## config.mk

```make
export PLATFORM = sky130hd
export DESIGN_NAME = named_semaphore_table
export DESIGN_NICKNAME = d
export VERILOG_FILES = /design/src/hw/rtl/nst_pkg.sv /design/src/hw/rtl/nst_cell.sv /design/src/hw/rtl/named_semaphore_table.sv
export SDC_FILE = /design/constraint.sdc
export NUM_CORES = 2
export LEC_CHECK = 0
export ABC_AREA = 1
export BUFFER_PORTS_ARGS = -buffer_cell sky130_fd_sc_hd__buf_4
export CAP_MARGIN = 0
export CORE_MARGIN = 4
export CORE_UTILIZATION = 40
export CTS_CLUSTER_DIAMETER = 30
export DETAILED_ROUTE_END_ITERATION = 10
export HOLD_SLACK_MARGIN = 0.12
export RECOVER_POWER = 25
export SETUP_SLACK_MARGIN = 0.05
export SYNTH_ARGS = -nofsm -noshare
export SYNTH_HDL_FRONTEND = slang
export SYNTH_SLANG_ARGS = --single-unit
```

## constraint.sdc

```tcl
create_clock -name clk_i -period 6.1 [get_ports clk_i]
set_input_delay 1.525 -clock clk_i [delete_from_list [all_inputs] [get_ports clk_i]]
set_output_delay 1.525 -clock clk_i [all_outputs]
set_load 0.1 [all_outputs]
```

## src/hw/rtl/nst_pkg.sv

```systemverilog
// Shared command and status codes for the named semaphore table.
// No dependencies.
package nst_pkg;
  localparam logic [2:0] CMD_CREATE = 3'd0;
  localparam logic [2:0] CMD_FREE   = 3'd1;
  localparam logic [2:0] CMD_WAIT   = 3'd2;
  localparam logic [2:0] CMD_SIGNAL = 3'd3;
  localparam logic [2:0] CMD_QUERY  = 3'd4;

  localparam logic [2:0] ST_OK      = 3'd0;
  localparam logic [2:0] ST_DUP     = 3'd1;
  localparam logic [2:0] ST_FULL    = 3'd2;
  localparam logic [2:0] ST_BADID   = 3'd3;
  localparam logic [2:0] ST_WAITERS = 3'd4;
  localparam logic [2:0] ST_BLOCKED = 3'd5;
endpackage

```

## src/hw/rtl/nst_cell.sv

```systemverilog
// One semaphore slot: used flag, name, count and wait queue head/tail.
// Takes part in a lowest-free and duplicate-name scan chain.
module nst_cell #(
  parameter int COUNT_BITS = 16,
  parameter int NAME_BITS  = 48,
  parameter int PID_BITS   = 6
) (
  input  logic                  clk_i,
  input  logic                  rst_ni,
  input  logic                  free_seen_i,
  input  logic                  dup_seen_i,
  input  logic [NAME_BITS-1:0]  key_i,
  output logic                  free_seen_o,
  output logic                  dup_seen_o,
  output logic                  is_first_free_o,
  input  logic                  alloc_i,
  input  logic [COUNT_BITS-1:0] init_i,
  input  logic                  release_i,
  input  logic                  count_we_i,
  input  logic [COUNT_BITS-1:0] count_d_i,
  input  logic                  head_we_i,
  input  logic                  head_empty_d_i,
  input  logic [PID_BITS-1:0]   head_d_i,
  input  logic                  tail_we_i,
  input  logic [PID_BITS-1:0]   tail_d_i,
  output logic                  used_o,
  output logic [NAME_BITS-1:0]  name_o,
  output logic [COUNT_BITS-1:0] count_o,
  output logic                  head_empty_o,
  output logic [PID_BITS-1:0]   head_o,
  output logic [PID_BITS-1:0]   tail_o
);
  logic                  used_q, empty_q;
  logic [NAME_BITS-1:0]  name_q;
  logic [COUNT_BITS-1:0] count_q;
  logic [PID_BITS-1:0]   head_q, tail_q;

  assign is_first_free_o = !used_q && !free_seen_i;
  assign free_seen_o     = free_seen_i || !used_q;
  assign dup_seen_o      = dup_seen_i || (used_q && name_q == key_i);

  always_ff @(posedge clk_i or negedge rst_ni) begin
    if (!rst_ni) begin
      used_q  <= 1'b0;
      empty_q <= 1'b1;
    end else begin
      if (alloc_i) begin
        used_q  <= 1'b1;
        empty_q <= 1'b1;
      end else begin
        if (release_i) used_q <= 1'b0;
        if (head_we_i) empty_q <= head_empty_d_i;
      end
    end
  end

  always_ff @(posedge clk_i) begin
    if (alloc_i) begin
      name_q  <= key_i;
      count_q <= init_i;
    end else if (count_we_i) begin
      count_q <= count_d_i;
    end
    if (head_we_i) head_q <= head_d_i;
    if (tail_we_i) tail_q <= tail_d_i;
  end

  assign used_o       = used_q;
  assign name_o       = name_q;
  assign count_o      = count_q;
  assign head_empty_o = empty_q;
  assign head_o       = head_q;
  assign tail_o       = tail_q;
endmodule

```

## src/hw/rtl/named_semaphore_table.sv

```systemverilog
// Named semaphore table: a chain of slot cells plus a shared waiter-link memory.
// One item at a time: an accepted item passes through execute, link read and output, which holds
// while out_stall_i is high; the next item is taken only in the idle state that follows.
// Reset (async, active low) clears all slots and queues; no clearing pass.
module named_semaphore_table #(
  parameter int NUM_SEMS   = 16,
  parameter int MAX_PROCS  = 64,
  parameter int COUNT_BITS = 16,
  parameter int NAME_BITS  = 48
) (
  input  logic        clk_i,
  input  logic        rst_ni,
  input  logic        in_valid_i,
  output logic        in_stall_o,
  input  logic [2:0]  cmd_i,
  input  logic [3:0]  sem_id_i,
  input  logic [15:0] init_value_i,
  input  logic [47:0] name_key_i,
  input  logic [5:0]  caller_pid_i,
  output logic        out_valid_o,
  input  logic        out_stall_i,
  output logic [2:0]  status_o,
  output logic [3:0]  new_sem_id_o,
  output logic        woken_valid_o,
  output logic [5:0]  woken_pid_o,
  output logic [47:0] name_out_o
);
  localparam int PB = (MAX_PROCS > 1) ? $clog2(MAX_PROCS) : 1;
  localparam int SB = (NUM_SEMS > 1) ? $clog2(NUM_SEMS) : 1;
  localparam logic [COUNT_BITS-1:0] CMAX = {COUNT_BITS{1'b1}};

  localparam logic [1:0] S_IDLE = 2'd0;
  localparam logic [1:0] S_EXEC = 2'd1;
  localparam logic [1:0] S_LINK = 2'd2;
  localparam logic [1:0] S_OUT  = 2'd3;

  logic [1:0] state_q, state_d;
  logic [2:0] cmd_q;
  logic [3:0] sid_q;
  logic [COUNT_BITS-1:0] init_q;
  logic [NAME_BITS-1:0] key_q;
  logic [5:0] pid_q;

  logic [2:0]  st_q;
  logic [3:0]  nid_q;
  logic        wv_q;
  logic [5:0]  wpid_q;
  logic [47:0] nout_q;

  logic [MAX_PROCS-1:0] queued_q;
  logic [PB:0] link_mem [MAX_PROCS];
  logic [PB:0] link_rd_q;

  logic [NUM_SEMS:0] free_ch, dup_ch;
  logic [NUM_SEMS-1:0] first_free, used;
  logic [NAME_BITS-1:0]  name_a  [NUM_SEMS];
  logic [COUNT_BITS-1:0] count_a [NUM_SEMS];
  logic [NUM_SEMS-1:0] empty_a;
  logic [PB-1:0] head_a [NUM_SEMS];
  logic [PB-1:0] tail_a [NUM_SEMS];

  logic [NUM_SEMS-1:0] alloc, rel, cnt_we, hd_we, tl_we;
  logic [COUNT_BITS-1:0] cnt_d;
  logic hd_empty_d;
  logic [PB-1:0] hd_d;

  logic sid_ok, valid;
  logic [SB-1:0] sidx;
  logic [NAME_BITS-1:0]  s_name;
  logic [COUNT_BITS-1:0] s_count;
  logic s_empty;
  logic [PB-1:0] s_head, s_tail;
  logic pid_ok;
  logic [PB-1:0] pidx;

  assign free_ch[0] = 1'b0;
  assign dup_ch[0]  = 1'b0;

  for (genvar g = 0; g < NUM_SEMS; g++) begin : g_cell
    nst_cell #(.COUNT_BITS(COUNT_BITS), .NAME_BITS(NAME_BITS), .PID_BITS(PB)) u_cell (
      .clk_i, .rst_ni,
      .free_seen_i(free_ch[g]), .dup_seen_i(dup_ch[g]), .key_i(key_q),
      .free_seen_o(free_ch[g+1]), .dup_seen_o(dup_ch[g+1]),
      .is_first_free_o(first_free[g]),
      .alloc_i(alloc[g]), .init_i(init_q), .release_i(rel[g]),
      .count_we_i(cnt_we[g]), .count_d_i(cnt_d),
      .head_we_i(hd_we[g]), .head_empty_d_i(hd_empty_d), .head_d_i(hd_d),
      .tail_we_i(tl_we[g]), .tail_d_i(pidx),
      .used_o(used[g]), .name_o(name_a[g]), .count_o(count_a[g]),
      .head_empty_o(empty_a[g]), .head_o(head_a[g]), .tail_o(tail_a[g])
    );
  end

  assign sid_ok  = 32'(sid_q) < NUM_SEMS;
  assign sidx    = SB'(sid_q);
  assign valid   = sid_ok && used[sidx];
  assign s_name  = name_a[sidx];
  assign s_count = count_a[sidx];
  assign s_empty = empty_a[sidx];
  assign s_head  = head_a[sidx];
  assign s_tail  = tail_a[sidx];
  assign pid_ok  = 32'(pid_q) < MAX_PROCS;
  assign pidx    = PB'(pid_q);

  logic [SB-1:0] free_idx;
  always_comb begin
    free_idx = '0;
    for (int i = 0; i < NUM_SEMS; i++) if (first_free[i]) free_idx = SB'(i);
  end

  logic do_exec, do_link;
  assign do_exec = state_q == S_EXEC;
  assign do_link = state_q == S_LINK;

  logic is_wait_blk, is_sig_wake;
  assign is_wait_blk = cmd_q == nst_pkg::CMD_WAIT && valid && s_count == '0 && pid_ok
                       && !queued_q[pidx];
  assign is_sig_wake = cmd_q == nst_pkg::CMD_SIGNAL && valid && !s_empty;

  always_comb begin
    alloc = '0; rel = '0; cnt_we = '0; hd_we = '0; tl_we = '0;
    cnt_d = s_count; hd_empty_d = 1'b0; hd_d = pidx;
    if (do_exec) begin
      case (cmd_q)
        nst_pkg::CMD_CREATE: begin
          if (!dup_ch[NUM_SEMS] && free_ch[NUM_SEMS]) alloc[free_idx] = 1'b1;
        end
        nst_pkg::CMD_FREE: begin
          if (valid && s_empty) rel[sidx] = 1'b1;
        end
        nst_pkg::CMD_WAIT: begin
          if (valid && s_count != '0) begin
            cnt_we[sidx] = 1'b1;
            cnt_d = s_count - 1'b1;
          end else if (is_wait_blk) begin
            tl_we[sidx] = 1'b1;
            if (s_empty) hd_we[sidx] = 1'b1;
          end
        end
        nst_pkg::CMD_SIGNAL: begin
          if (valid && s_count != CMAX) begin
            cnt_we[sidx] = 1'b1;
            cnt_d = s_count + 1'b1;
          end
        end
        default: ;
      endcase
    end else if (do_link && is_sig_wake) begin
      hd_we[sidx] = 1'b1;
      hd_empty_d  = link_rd_q[PB];
      hd_d        = link_rd_q[PB-1:0];
    end
  end

  always_ff @(posedge clk_i) begin
    if (do_exec) begin
      if (is_wait_blk) begin
        link_mem[pidx] <= {1'b1, {PB{1'b0}}};
        if (!s_empty) link_mem[s_tail] <= {1'b0, pidx};
      end
      link_rd_q <= link_mem[s_head];
    end
  end

  always_ff @(posedge clk_i or negedge rst_ni) begin
    if (!rst_ni) begin
      queued_q <= '0;
    end else if (do_exec) begin
      if (is_wait_blk) queued_q[pidx] <= 1'b1;
      if (is_sig_wake) queued_q[s_head] <= 1'b0;
    end
  end

  always_comb begin
    state_d = state_q;
    case (state_q)
      S_IDLE: if (in_valid_i) state_d = S_EXEC;
      S_EXEC: state_d = S_LINK;
      S_LINK: state_d = S_OUT;
      S_OUT:  if (!out_stall_i) state_d = S_IDLE;
      default: state_d = S_IDLE;
    endcase
  end

  always_ff @(posedge clk_i or negedge rst_ni) begin
    if (!rst_ni) state_q <= S_IDLE;
    else         state_q <= state_d;
  end

  always_ff @(posedge clk_i) begin
    if (state_q == S_IDLE && in_valid_i) begin
      cmd_q  <= cmd_i;
      sid_q  <= sem_id_i;
      init_q <= COUNT_BITS'(init_value_i);
      key_q  <= NAME_BITS'(name_key_i);
      pid_q  <= caller_pid_i;
    end
    if (do_exec) begin
      st_q <= nst_pkg::ST_OK; nid_q <= '0; wv_q <= 1'b0; wpid_q <= '0; nout_q <= '0;
      if (cmd_q == nst_pkg::CMD_CREATE) begin
        if (dup_ch[NUM_SEMS]) st_q <= nst_pkg::ST_DUP;
        else if (!free_ch[NUM_SEMS]) st_q <= nst_pkg::ST_FULL;
        else nid_q <= 4'(free_idx);
      end else if (cmd_q > nst_pkg::CMD_QUERY || !valid) begin
        st_q <= nst_pkg::ST_BADID;
      end else begin
        case (cmd_q)
          nst_pkg::CMD_FREE: if (!s_empty) st_q <= nst_pkg::ST_WAITERS;
          nst_pkg::CMD_WAIT: begin
            if (s_count == '0) st_q <= pid_ok ? nst_pkg::ST_BLOCKED : nst_pkg::ST_BADID;
          end
          nst_pkg::CMD_SIGNAL: begin
            if (!s_empty) begin
              wv_q   <= 1'b1;
              wpid_q <= 6'(s_head);
            end
          end
          default: nout_q <= 48'(s_name);
        endcase
      end
    end
  end

  assign in_stall_o    = state_q != S_IDLE;
  assign out_valid_o   = state_q == S_OUT;
  assign status_o      = st_q;
  assign new_sem_id_o  = nid_q;
  assign woken_valid_o = wv_q;
  assign woken_pid_o   = wpid_q;
  assign name_out_o    = nout_q;
endmodule

```

Word-level counts from Yosys, hierarchy flattened
Memories as Yosys holds them, arrays and structs flattened. A register that Yosys moved wholly into a read port is not among the register bits.
Index checks and enable logic that the tools add are counted.
{ "classes": {"eq_ne": 25, "bitwise": 7, "mux": 185, "order_cmp": 10, "n_div": 0, "reduce_logical": 169, "multipliers": 0, "addsub": 2, "shift": 0} }
{ "ops": {"columns": ["operator", "count"], "rows": [
  ["$mux W16", 56],
  ["$eq A48 B48 Y1", 16],
  ["$bmux W48 S4", 1],
  ["$mux W64", 3],
  ["$reduce_bool A2 Y1", 49],
  ["$mux W48", 2],
  ["$mux W1", 81],
  ["$and A64 B64 Y64", 1],
  ["$bmux W16 S4", 1],
  ["$not A64 Y64", 1],
  ["$or A64 B64 Y64", 1],
  ["$pmux W16 S2", 2],
  ["$bmux W6 S4", 2],
  ["$logic_and A1 B1 Y1", 46],
  ["$mux W4", 11],
  ["$mux W6", 6],
  ["$logic_not A1 Y1", 34],
  ["$logic_or A1 B1 Y1", 31],
  ["$add A16 B1 Y16 const B", 1],
  ["$logic_not A16 Y1", 1],
  ["$ne A16 B16 Y1 const B", 1],
  ["$reduce_bool A16 Y1", 1],
  ["$sub A16 B1 Y16 const B", 1],
  ["$mux W3", 5],
  ["26 further kinds", 44]
]} }
{ "totals": {"out_inout_bits": 64, "latchBits": 0, "input_bits": 81, "mem_bits_ro": 0, "wordCells": 507, "mem_count": 1, "ff_bits": 1453, "mem_bits_rw": 448} }
{ "memory_table": {"columns": ["memory", "words", "word_bits", "read_ports", "rd_clocked_by_memory_dff", "wr", "line", "text"], "rows": [
  ["link_mem", 64, 7, 1, 1, 2, "named_semaphore_table.sv:51", "logic [PB:0] link_mem [MAX_PROCS];"]
]} }

Depth between registers and ports, before layout
{ "logic_depth": {"depth_word": 26, "ltp_mapped": 27} }

Cells and area by module
A second synthesis with hierarchy kept.
{ "hier_totals": {"cells_unflattened": 11834, "area_unflattened_um2": 98759.7} }
{ "by_module_without_submodules": {"columns": ["module", "cells_each", "area_each_um2", "seq_area_each_um2", "instances"], "rows": [
  ["nst_cell", 371, 3512.1, 2333.5, 16],
  ["named_semaphore_table", 5898, 42565.8, 18848.1, 1]
]} }

Worst setup path after synthesis
Ideal clock, no wire load.
{ "synth_path": {"path_kind": "register to register", "from": "reg state_q[1]", "to": "reg g_cell[4].u_cell.count_q[3], data pin", "path_buffers": 3, "period_less_slack_ns": 5.462, "path_stages_with_launch": 11, "arrival_time_ns": 5.125, "path_slack_ns": 0.638, "t_required_ns": 5.764, "setup_ns": 0.336, "path_cell_list": "dfrtp_1 -> inv_1 -> ha_1 -> clkbuf_1 -> inv_1 -> clkbuf_1 -> nor2_2 -> nand3_1 -> clkinv_1 -> clkbuf_1 -> o21ai_0"} }
{ "synth_via": {"word_cells_on_any_way": 5, "classes_between": "eq/ne: 1; mux: 4"} }
{ "synth_rtl": {"columns": ["element", "line", "text"], "rows": [
  ["from (decl)", "named_semaphore_table.sv:37", "logic [1:0] state_q, state_d;"],
  ["from (signal assigned)", "named_semaphore_table.sv:187", "else state_q <= state_d;"],
  ["$eq A2 B1 Y1", "named_semaphore_table.sv:112", "assign do_exec = state_q == S_EXEC;"],
  ["$mux W16", "named_semaphore_table.sv:123", "if (do_exec) begin"],
  ["net g_cell[4].u_cell.alloc_i", "nst_cell.sv:16", "input logic alloc_i,"],
  ["$mux W16", "nst_cell.sv:58", "if (alloc_i) begin"],
  ["to (signal assigned)", "nst_cell.sv:60", "count_q <= init_i;"],
  ["to (signal assigned)", "nst_cell.sv:62", "count_q <= count_d_i;"],
  ["to (decl)", "nst_cell.sv:35", "logic [COUNT_BITS-1:0] count_q;"]
]} }
The timed path passes the listed nets, and every way through them passes these cells. The select of a mux whose other input is x is not followed.
A chain may end at the register's enable or synchronous reset.

Worst setup path after layout
{ "layout_path": {"from": "reg key_q[7]", "to": "reg g_cell[2].u_cell.count_q[6], data pin"} }
{ "layout_via": {"elab_chain_cells": 23, "word_cells_on_any_way": 53, "classes_between": "eq/ne: 16; mux: 4; reduce/logical: 33"} }
{ "layout_rtl": {"columns": ["element", "line", "text"], "rows": [
  ["from (decl)", "named_semaphore_table.sv:41", "logic [NAME_BITS-1:0] key_q;"],
  ["from (signal assigned)", "named_semaphore_table.sv:195", "key_q <= NAME_BITS'(name_key_i);"],
  ["$eq A48 B48 Y1", "nst_cell.sv:40", "assign dup_seen_o = dup_seen_i || (used_q && name_q == key_i);"],
  ["$logic_and A1 B1 Y1", "nst_cell.sv:40", null],
  ["$logic_or A1 B1 Y1 (14 in a row)", "nst_cell.sv:40", null],
  ["$logic_or A1 B1 Y1 (*)", "nst_cell.sv:40", null],
  ["$logic_not A1 Y1 (*)", "named_semaphore_table.sv:126", "if (!dup_ch[NUM_SEMS] && free_ch[NUM_SEMS]) alloc[free_idx] = 1'b1;"],
  ["$logic_and A1 B1 Y1 (*)", "named_semaphore_table.sv:126", null],
  ["$mux W16 (*)", "named_semaphore_table.sv:126", null],
  ["$mux W16 (*)", "named_semaphore_table.sv:124", "case (cmd_q)"],
  ["$mux W16 (*)", "named_semaphore_table.sv:123", null],
  ["$mux W16 (*)", "nst_cell.sv:58", null],
  ["to (signal assigned)", "nst_cell.sv:60", null],
  ["to (signal assigned)", "nst_cell.sv:62", null],
  ["to (decl)", "nst_cell.sv:35", null]
]} }
Every way passes the cells marked *; elsewhere a longest branch is shown, timed or not.

==> results.md <==
- Final worst path period share: 98.5%
- Routed Antenna Nets: 0
- Failing checks: max-capacitance violations, max-slew violations
- FMAX: 166 MHz
- Post-detailed-route DRC marker count: 0
- Die height: 491 um
- CTS max path bufs: 4
- Status: finished, violations left
- Final hold vios: 0
- Core footprint: 233,000 um^2
- Critical Path Sink Type: register
- GRT Util Overall: 38.0%
- Sequential share of power: 30.5%
- VDD IR max: 0.000328 V
- R2r endpoint: g_cell[2].u_cell.count_o[6]
- Count of different cell masters after synthesis: 54
- CP Data Arrival Time: 6.68 ns
- Layout cells sized above 1: 13.2%
- HP Start: g_cell[5].u_cell.head_empty_o
- Total CTS buffers: 470
- Setup Buffers After CTS: 0
- PwrDens: 435 nW/um^2
- CTS tree: yes
- Start of the worst register-to-register path: key_q[7]
- Starting density of the core: 40.2%
- Flop and latch count out of synthesis: 1,908
- CP Cell Sequence: clkbuf_1 -> clkbuf_1 -> o22ai_1 -> nor2_1 -> nand3_1 -> nor2_1 -> nand2_1 -> nand2_1 -> inv_1 -> nand2_1 -> nor2_1 -> nand3_1 -> nor2_2 -> buf_12 -> nand3_1 -> clkinv_2 -> buf_12 -> nand2_1 -> o21ai_0
- Clock Skew: 0.0917 ns
- First-pass GRT wire length: 639,000 um
- H-tree depth: 5
- Clk_lat worst skew: 1.04 ns
- Final wirelength: 473,000 um
- Largest net degree at the start of global routing: 163
- CP Launch Type: register
- Clock power share: 50.7%
- Post-cts resize count: 0
- GPL Wtd Cong: 1.07
- Largest cells by area after synthesis: edfxtp_1 (56%), nand2_1 (15%), nor2_1 (4.0%)
- Synthesized instance count: 10,234
- Minimum clock period: 6.01 ns
- Nets: 10,794
- LEAKAGE: 48.3 nW
- DR WL/cell: 33.4 um
- # rows: 177
- Worst-path clk slew: 0.05 ns
- CTS Hold Bufs: 0
- Initial antenna violation count: 41
- Layout area overhead: 24.0%
- Final worst slack: 0.0931 ns
- Slew margin rel.: -64.6%
- Critical path required time: 6.78 ns
- RSZ-0062 raised after global routing: no
- Most area-hungry cell type in the Yosys netlist: edfxtp_1
- Drt pass-1 iters: 6
- Seq/Total Area, Yosys: 60.1%
- Total negative slack: 0 ns
- Worst Hold Class: reg2reg
- Share of total power in combinational logic: 18.8%
- Synthesized area: 93,400 um^2
- Final core utilization: 49.8%
- CTS root buf: clkbuf_16
- Io pins: 145
- CP max-delay cell: clkbuf_1
- Overflow after GRT: 0
- Via/cell ratio: 5.88
- Main flop type after synthesis: edfxtp_1
- Most used cell, CP: nand2_1
- Power Internal: 34.2 mW
- YS warnings: 0
- Critical-path maximum fanout: 18
- Vias in the first global route: 78,955
- Kind of critical path: reg2reg
- Register cell area after layout: 56,200 um^2
- WHS Path Cells: 2
- Hold EP: g_cell[5].u_cell.head_empty_o
- Post-synth top area share: 56.1%
- Synthesized Nets: 10,323
- Clock sink count: 1,908
- Post-synth EDFFs: 1,746
- Final Power: 50.3 mW
- Final setup fails: 0
- Async S/R FF share, synth: 5.14%
- Detailed placement HPWL: 332,000 um
- FF-to-FF setup slack: 0.09 ns
- PortBufs: 144
- Fill cells: 21,486
- CP peak stage delay: 1.28 ns
- Worst-Margin Slew: 2.47 ns
- Multi-input combinational cell area: 32,400 um^2
- Sw frac: 32.0%
- DP Worst Slack: 0.669 ns
- Via count: 83,349
- Max Cap Viol: 22
- Chip width: 491 um
- Iter 0 DRT Violations: 11,881
- Pins over their slew limit: 535
- Die area: 241,000 um^2
- R2R cell count: 19
- Mean Syn Cell Area: 9.13 um^2
- Sw Pwr: 16.1 mW
==> per-stage QoR <==
stage | area (um^2) | cells | hold WS [ns]
finish | 116000 | 14166 | 0.485
detailed placement | 99700 | 13274 | 0.475
CTS | 116000 | 14140 | 0.482
floorplan | 93400 | 10234 | 0.461
global placement | 99700 | 13274 | 0.475
global route | 116000 | 14146 | 0.507
==> cell usage in the layout, fill, tap and decap left out, types with 70 or more instances in the layout <==
cell,n
bufinv_16,71
o21ai_0,701
clkbuf_16,474
edfxtp_1,1746
inv_1,648
clkbuf_1,95
a22oi_1,292
nand4_1,77
nand3_1,229
dfrtp_1,82
buf_4,377
o22ai_1,168
clkinv_2,88
a21oi_1,359
xor2_1,86
nand2_1,3803
xnor2_1,84
nor2_1,983
clkbuf_4,70
==> worst max-delay path: cells and delay by family (launching register included) <==
family,cells,cell delay (ns)
buf+inv,6,3.30
flops,1,0.40
simple gates,11,1.64
compound gates,2,0.33
==> power by group through the flow <==
| stage | combinational [mW] | sequential, mW | clock, mW |
|---|---|---|---|
| floorplan | 4.22 | 16.3 | 0 |
| global placement | 9.18 | 15.6 | 0 |
| detailed placement | 9.18 | 15.6 | 0 |
| CTS | 9.21 | 15.4 | 25.6 |
| global route | 9.78 | 15.4 | 26.4 |
| finish | 9.47 | 15.4 | 25.5 |
==> registers in the layout (all words and copies together) (netlist names), 48 cells and up <==
register               count
g_cell.u_cell.head_o      96
g_cell.u_cell.name_o     768
g_cell.u_cell.tail_o      96
name_out_o                48
key_q                     48
queued_q                  64
link_mem                 448
g_cell.u_cell.count_o    256
==> logic make-up after synthesis <==
logic type,share of synthesized area (%)
adder cells (fa/ha/maj),0.107
AND/OR/NAND/NOR,22.8
flip-flops,60.1
buffers and inverters,5.34
AO/OA/AOI/OAI,10.1
XOR/XNOR,1.59
==> worst max path at each step <==
| stage | from | to | slack, ns | cells after the start |
|---|---|---|---|---|
| finish | key_q[7] | g_cell[2].u_cell.count_o[6] | 0.09 | 19 |
| global route | key_q[45] | g_cell[14].u_cell.name_o[11] | 0.17 | 20 |
| CTS | sid_q[3] | g_cell[12].u_cell.count_o[3] | 0.67 | 17 |
| detailed placement | sid_q[3] | link_mem[28][2] | 0.67 | 15 |
| global placement | sid_q[3] | g_cell[12].u_cell.count_o[3] | 0.68 | 17 |
| floorplan | state_q[1] | g_cell[4].u_cell.count_o[3] | 0.64 | 10 |
==> layer usage <==
metal	share of wire [%]	wire [um]	vias up	global-route usage (%)
li1	-	-	35498	-
met2	44	209000	5949	58.2
met3	9.8	46600	1414	8.37
met1	36	169000	40472	46.0
met4	10	47600	16	31.6
met5	0.022	102	-	0
==> cell usage after synthesis, drive strengths merged (78+ instances only) <==
cell type,count
nand4,78
a22oi,292
xor2,86
inv,673
nor2,1025
a21oi,360
buf,194
o22ai,168
edfxtp,1746
clkbuf,349
nand2,3873
dfrtp,82
nand3,236
o21ai,712
xnor2,84
==> final cells by class <==
type	count	share of cell area, %
sequential	1908	48.5
multi-input combinational	7080	28.0
clock buffer	536	10.6
timing repair buffer	542	3.87
clock inverter	330	3.41
tap	3043	3.29
inverter	703	2.31
antenna	24	0.0519
Power figures use the tool's default switching activity.
